$ cat src/rtl/dpq_pkg.sv
package dpq_pkg;

  localparam int HeapDepth     = 64;
  localparam int ConsumerDepth = 16;
  localparam int DeadlineBits  = 32;
  localparam int TagBits       = 16;
  localparam int LimitBits     = 7;
  localparam int ConsBits      = 4;
  localparam int StatusBits    = 4;

  // Request codes.
  localparam logic [1:0] REQ_PUT    = 2'd0;
  localparam logic [1:0] REQ_GET    = 2'd1;
  localparam logic [1:0] REQ_SHUT   = 2'd2;
  localparam logic [1:0] REQ_UNUSED = 2'd3;

  // Result status codes.
  localparam logic [3:0] ST_QUEUED     = 4'd0;
  localparam logic [3:0] ST_EVICT      = 4'd1;
  localparam logic [3:0] ST_HANDED     = 4'd2;
  localparam logic [3:0] ST_FULL       = 4'd3;
  localparam logic [3:0] ST_PUT_SHUT   = 4'd4;
  localparam logic [3:0] ST_DELIVERED  = 4'd5;
  localparam logic [3:0] ST_PARKED     = 4'd6;
  localparam logic [3:0] ST_RELEASED   = 4'd7;
  localparam logic [3:0] ST_SHUT_ACK   = 4'd8;
  localparam logic [3:0] ST_STACK_FULL = 4'd9;

  // Commands from the controller to the datapath.
  typedef struct packed {
    logic latch_in;    // capture the request fields
    logic put_write;   // write the new call at the last or next slot
    logic pop_root;    // start a pop: read root and last slot
    logic pop_move;    // move last slot into root
    logic park;        // push the consumer on the stack
    logic unpark;      // pop the consumer stack
    logic rd_node;     // register the parent or children of node i
    logic sift_up;     // compare with parent and swap
    logic sift_down;   // compare with children and swap
    logic rel_step;    // emit one release
    logic set_shut;    // set the shutdown flag and clear the stack
    logic emit;        // drive one result
    logic [3:0] status;
    logic emit_call;   // result carries a call
    logic emit_cons;   // result carries the consumer id
    logic last;
  } dpq_cmd_t;

  // Status from the datapath to the controller.
  typedef struct packed {
    logic [1:0] req;
    logic shut;
    logic heap_empty;
    logic stack_empty;
    logic stack_full;
    logic heap_full;
    logic evict_ok;
    logic up_done;
    logic down_done;
    logic rel_last;
  } dpq_stat_t;

endpackage

$ cat src/rtl/dpq_ctrl.sv
module dpq_ctrl
  import dpq_pkg::*;
(
  input  logic      clk,
  input  logic      rst,
  input  logic      start,
  output logic      busy,
  input  dpq_stat_t stat,
  output dpq_cmd_t  cmd
);

  typedef enum logic [9:0] {
    S_IDLE   = 10'b0000000001,
    S_DECIDE = 10'b0000000010,
    S_UPRD   = 10'b0000000100,
    S_UPCMP  = 10'b0000001000,
    S_POPRD  = 10'b0000010000,
    S_POPMV  = 10'b0000100000,
    S_DNRD   = 10'b0001000000,
    S_DNCMP  = 10'b0010000000,
    S_REL    = 10'b0100000000,
    S_DONE   = 10'b1000000000
  } state_t;

  state_t state, state_next;
  logic [3:0] done_status, done_status_next;
  logic done_call, done_call_next, done_cons, done_cons_next;

  // Sequencer state.
  always_ff @(posedge clk) begin
    if (rst) begin
      state <= S_IDLE;
      done_status <= ST_QUEUED;
      done_call <= 1'b0;
      done_cons <= 1'b0;
    end else begin
      state <= state_next;
      done_status <= done_status_next;
      done_call <= done_call_next;
      done_cons <= done_cons_next;
    end
  end

  assign busy = (state != S_IDLE);

  // Next-state and command decode.
  always_comb begin
    state_next = state;
    done_status_next = done_status;
    done_call_next = done_call;
    done_cons_next = done_cons;
    cmd = '0;
    unique case (state)
      S_IDLE: begin
        if (start) begin
          cmd.latch_in = 1'b1;
          state_next = S_DECIDE;
        end
      end
      S_DECIDE: begin
        state_next = S_IDLE;
        cmd.emit = 1'b1;
        cmd.last = 1'b1;
        unique case (stat.req)
          REQ_PUT: begin
            if (stat.shut) begin
              cmd.status = ST_PUT_SHUT;
            end else if (stat.heap_empty && !stat.stack_empty) begin
              cmd.unpark = 1'b1;
              cmd.status = ST_HANDED;
              cmd.emit_call = 1'b1;
              cmd.emit_cons = 1'b1;
            end else if (!stat.heap_full) begin
              cmd.emit = 1'b0;
              cmd.put_write = 1'b1;
              done_status_next = ST_QUEUED;
              done_call_next = 1'b0;
              done_cons_next = 1'b0;
              state_next = S_UPRD;
            end else if (!stat.evict_ok) begin
              cmd.status = ST_FULL;
            end else begin
              cmd.emit = 1'b0;
              cmd.put_write = 1'b1;
              done_status_next = ST_EVICT;
              done_call_next = 1'b1;
              done_cons_next = 1'b0;
              state_next = S_UPRD;
            end
          end
          REQ_GET: begin
            if (!stat.heap_empty) begin
              cmd.emit = 1'b0;
              cmd.pop_root = 1'b1;
              state_next = S_POPMV;
            end else if (stat.shut) begin
              cmd.status = ST_RELEASED;
              cmd.emit_cons = 1'b1;
            end else if (!stat.stack_full) begin
              cmd.park = 1'b1;
              cmd.status = ST_PARKED;
              cmd.emit_cons = 1'b1;
            end else begin
              cmd.status = ST_STACK_FULL;
              cmd.emit_cons = 1'b1;
            end
          end
          REQ_SHUT: begin
            if (stat.stack_empty) begin
              cmd.set_shut = 1'b1;
              cmd.status = ST_SHUT_ACK;
            end else begin
              cmd.emit = 1'b0;
              state_next = S_REL;
            end
          end
          default: begin
            cmd.emit = 1'b0;
          end
        endcase
      end
      S_UPRD: begin
        cmd.rd_node = 1'b1;
        state_next = S_UPCMP;
      end
      S_UPCMP: begin
        if (stat.up_done) begin
          state_next = S_DONE;
        end else begin
          cmd.sift_up = 1'b1;
          state_next = S_UPRD;
        end
      end
      S_POPRD: begin
        state_next = S_POPMV;
      end
      S_POPMV: begin
        cmd.pop_move = 1'b1;
        done_status_next = ST_DELIVERED;
        done_call_next = 1'b1;
        done_cons_next = 1'b1;
        state_next = S_DNRD;
      end
      S_DNRD: begin
        cmd.rd_node = 1'b1;
        state_next = S_DNCMP;
      end
      S_DNCMP: begin
        if (stat.down_done) begin
          state_next = S_DONE;
        end else begin
          cmd.sift_down = 1'b1;
          state_next = S_DNRD;
        end
      end
      S_REL: begin
        cmd.rel_step = 1'b1;
        cmd.emit = 1'b1;
        cmd.status = ST_RELEASED;
        cmd.emit_cons = 1'b1;
        cmd.last = stat.rel_last;
        if (stat.rel_last) begin
          cmd.set_shut = 1'b1;
          state_next = S_IDLE;
        end
      end
      S_DONE: begin
        cmd.emit = 1'b1;
        cmd.last = 1'b1;
        cmd.status = done_status;
        cmd.emit_call = done_call;
        cmd.emit_cons = done_cons;
        state_next = S_IDLE;
      end
      default: begin
        state_next = S_IDLE;
      end
    endcase
  end

`ifndef NO_ASSERTIONS
  // A request is only taken when the sequencer is idle.
  a_start_idle: assert property (@(posedge clk) disable iff (rst)
    (start && !busy) |=> (state == S_DECIDE))
    else $error("start not followed by decode");
  // A sift-up always ends in the result cycle, never straight to idle.
  a_up_done: assert property (@(posedge clk) disable iff (rst)
    (state == S_UPCMP && stat.up_done) |=> (state == S_DONE))
    else $error("sift-up did not finish with a result");
  // The final result of a request returns the sequencer to idle.
  a_last_idle: assert property (@(posedge clk) disable iff (rst)
    (cmd.emit && cmd.last) |=> (state == S_IDLE))
    else $error("last result without return to idle");
`endif

endmodule

$ cat config.mk
export PLATFORM = sky130hd
export DESIGN_NAME = dpq_ctrl
export DESIGN_NICKNAME = d
export VERILOG_FILES = /design/src/rtl/dpq_pkg.sv /design/src/rtl/dpq_ctrl.sv
export SDC_FILE = /design/constraint.sdc
export NUM_CORES = 1
export LEC_CHECK = 0
export BUFFER_PORTS_ARGS = -buffer_cell sky130_fd_sc_hd__buf_2
export CAP_MARGIN = 30
export CORE_ASPECT_RATIO = 1.25
export CORE_MARGIN = 3
export CORE_UTILIZATION = 52
export CTS_CLUSTER_SIZE = 14
export DETAILED_ROUTE_END_ITERATION = 7
export GPL_TIMING_DRIVEN = 0
export HOLD_SLACK_MARGIN = 0.08
export PLACE_DENSITY_LB_ADDON = 0.1
export SETUP_SLACK_MARGIN = 0.05
export SYNTH_ARGS = -nofsm -noshare
export SYNTH_HDL_FRONTEND = slang
export SYNTH_SLANG_ARGS = --single-unit
$ cat constraint.sdc
create_clock -name clk -period 5.16 [get_ports clk]
set_clock_uncertainty 0.15 [all_clocks]
set_input_delay 0.258 -clock clk [delete_from_list [all_inputs] [get_ports clk]]
set_output_delay 0.258 -clock clk [all_outputs]
set_load 0.05 [all_outputs]
==> results.py <==
metrics = {
    "outcome": {
        "status": "complete, no violations",
    },
    "placed_design": {
        "hpwl_mm": 1.805,
        "dp_cells": 176,
        "gp_congestion": 0.8530,
        "portBuffers": 33,
    },
    "sta": {
        "slew_viol_final": 0,
        "tightest_slew_ns": 0.3771,
        "setup_viol": 0,
        "tns_ns": 0,
        "rsz0062_at_grt": "no",
        "holdWs_ns": 0.1021,
        "fmax_mhz": 395.0,
        "finalHoldViolations": 0,
        "timing.slew.headroom": 0.7467,
        "finalCritPeriodShare": 0.4906,
        "period_needed_ns": 2.531,
    },
    "min_path": {
        "min_path_type": "input port to flip-flop",
        "worstHoldStart": "rst",
        "min_to": "state[8]",
        "whs_path_depth": 2,
    },
    "drt": {
        "via_per_inst": 5.689,
        "drc": 0,
        "wl_per_cell_um": 12.47,
        "routed_wl_mm": 2.245,
        "drt_iter0_drc": 33,
        "vias": 1024,
        "ant_nets": 0,
        "first_pass_iters": 4,
    },
    "synth": {
        "synthArstFlopShare": 0,
        "ys_seq_area_frac": 0.2431,
        "syn_area_sq_um": 905.9,
        "synth_edf_count": 0,
        "syn_avg_cell_area_sq_um": 7.247,
        "synthCells": 125,
        "synth_area_leaders": "dfxtp_1 24%, nor2_1 8.7%, a21oi_1 5.5%",
        "synth_commonest_cells": "21 x nor2_1, 11 x dfxtp_1, 10 x a21oi_1, 8 x nand2b_1, 8 x o21ai_0",
        "yosys.area.top_type_share": 0.2431,
        "synth_cell_types": 39,
        "syn_nets": 139,
        "yosys.area.top_type": "dfxtp_1",
        "ys.flop_type": "dfxtp_1",
        "synth.most_common_cell": "nor2_1",
        "yosysWarnings": 0,
        "synth-seq-cells": 11,
    },
    "power": {
        "p_sw_frac": 0.3291,
        "internal-power_mw": 0.1361,
        "clockPowerShare": 0.283,
        "p_sw_mw": 0.06678,
        "p_total_mw": 0.2029,
        "p_comb_frac": 0.277,
        "p_leak_nw": 0.5065,
        "powerDensity_nw_per_um2": 181.2,
        "peakVddDrop_v": 0.0001223,
        "seqPwrFrac": 0.440,
    },
    "critical_path": {
        "rr_endpoint": "state[6]",
        "critPathMaxFanout": 7,
        "r2r_cells": 6,
        "r2r_slack_ns": 3.28,
        "r2r-start": "state[2]",
        "crit_required_ns": 4.75,
        "cp-start-kind": "flip-flop",
        "crit_arrival_ns": 2.12,
        "endpoint_kind": "output port",
        "critPathKind": "flip-flop to output port",
    },
    "global_route": {
        "grt_pass1_wl_mm": 3.864,
        "gr-usage-all-layers": 0.2178,
        "grt_start_max_net_pins": 11,
        "antenna_found_initial": 0,
        "gr-total-overflow": 0,
        "grt_pass1_vias": 889,
    },
    "die": {
        "rows": 16,
        "die-area_sq_um": 2282,
        "io_pins": 34,
        "coreArea_sq_um": 1602,
        "fp.dieW_um": 43.33,
        "start_util": 0.5656,
        "die_height_um": 52.67,
    },
    "job": {
        "max_cap_viol_count": 0,
    },
    "cts": {
        "cts_tree": "built",
        "clock_sinks": 11,
        "cts-root-buf": "clkbuf_4",
        "cts_hold_buf": 0,
        "cts_setup_buffers": 0,
        "cts_max_level": 1,
        "cts_buffer_depth": 2,
        "cts_resized": 0,
        "tritoncts.num_buffers": 3,
        "clk_latency_ns": 0.26,
        "path_clk_slew_ns": 0.07,
    },
    "cells_and_area": {
        "fin_nets": 177,
        "layout-drive-gt1-share": 0.3025,
        "instances_no_fill": 180,
        "fillerInstances": 155,
        "final_core_util": 0.6992,
        "syn2layout_area_growth_pct": 23.62,
        "num_antenna_cells": 0,
    },
}
state kept, by name, indices dropped and copies added, names as in the netlist:
signal,count
done_call,1
state,9
done_cons,1
cells in the final DEF (no fill, tap or decap), types with 3 or more instances in the layout:
master,synthesis,routed
o21ai_0,8,8
nand2_1,7,7
a21oi_1,10,10
nand3b_1,4,4
nand2b_1,8,8
o22ai_1,3,3
inv_1,6,6
nor2_1,21,21
nor3_1,7,7
clkbuf_4,0,3
nor2b_1,4,4
dfxtp_1,11,11
buf_2,1,34
nand3_1,3,3
worst max-delay path, stage by stage (launching register included):
cell     delay, ns
dfxtp_1       0.41
nor3_4        0.36
nand2_2       0.09
or4_4         0.54
o22ai_1       0.18
buf_2         0.29
power groups by stage:
stage               Clock [mW]  Sequential, mW  Combinational [mW]
detailed placement           0          0.0913              0.0559
floorplan                    0          0.0908              0.0390
global route            0.0615          0.0897              0.0618
finish                  0.0575          0.0893              0.0561
global placement             0          0.0911              0.0554
CTS                     0.0588          0.0892              0.0561
cell families after synthesis:
logic type / Yosys count / share of synthesized area
AO/OA/AOI/OAI: 31 / 0.2127
XOR/XNOR: 2 / 0.01934
flip-flops: 11 / 0.2431
buffers and inverters: 9 / 0.04281
AND/OR/NAND/NOR: 72 / 0.4820
layout make-up:
| class | instances | area (sq um) | area share |
|---|---|---|---|
| buffer | 3 | 16.27 | 0.01453 |
| clock buffer | 4 | 26.28 | 0.02346 |
| inverter | 6 | 22.52 | 0.02011 |
| multi-input combinational | 105 | 646.9 | 0.5777 |
| sequential | 11 | 220.2 | 0.1966 |
| tap | 18 | 22.52 | 0.02011 |
| timing repair buffer | 33 | 165.2 | 0.1475 |
routing by layer:
layer / vias up / share of wire / GRT usage
li1: 523 / - / -
met2: 38 / 0.47 / 0.3695
met5: - / 0 / 0
met4: 0 / 0.018 / 0.08543
met3: 4 / 0.059 / 0.01031
met1: 459 / 0.45 / 0.2848
how the worst max path moves through the flow:
stage                     slack, ns  depth (start not counted)  startpoint       to
after floorplan                2.20                          3    state[6]  cmd[14]
after CTS                      2.62                          5    state[6]   cmd[3]
final                          2.63                          5    state[6]   cmd[3]
after global routing           2.50                          5    state[5]   cmd[3]
after detailed placement       2.91                          5    state[6]   cmd[3]
after global placement         2.93                          5    state[6]   cmd[3]
stage by stage:
step	cell area [sq um]	worst slack [ns]
after floorplan	905.9	2.197
final	1120	2.629
after CTS	1120	2.624
after detailed placement	1094	2.915
after global placement	1094	2.927
after global routing	1120	2.498
Power figures use the tool's default switching activity.
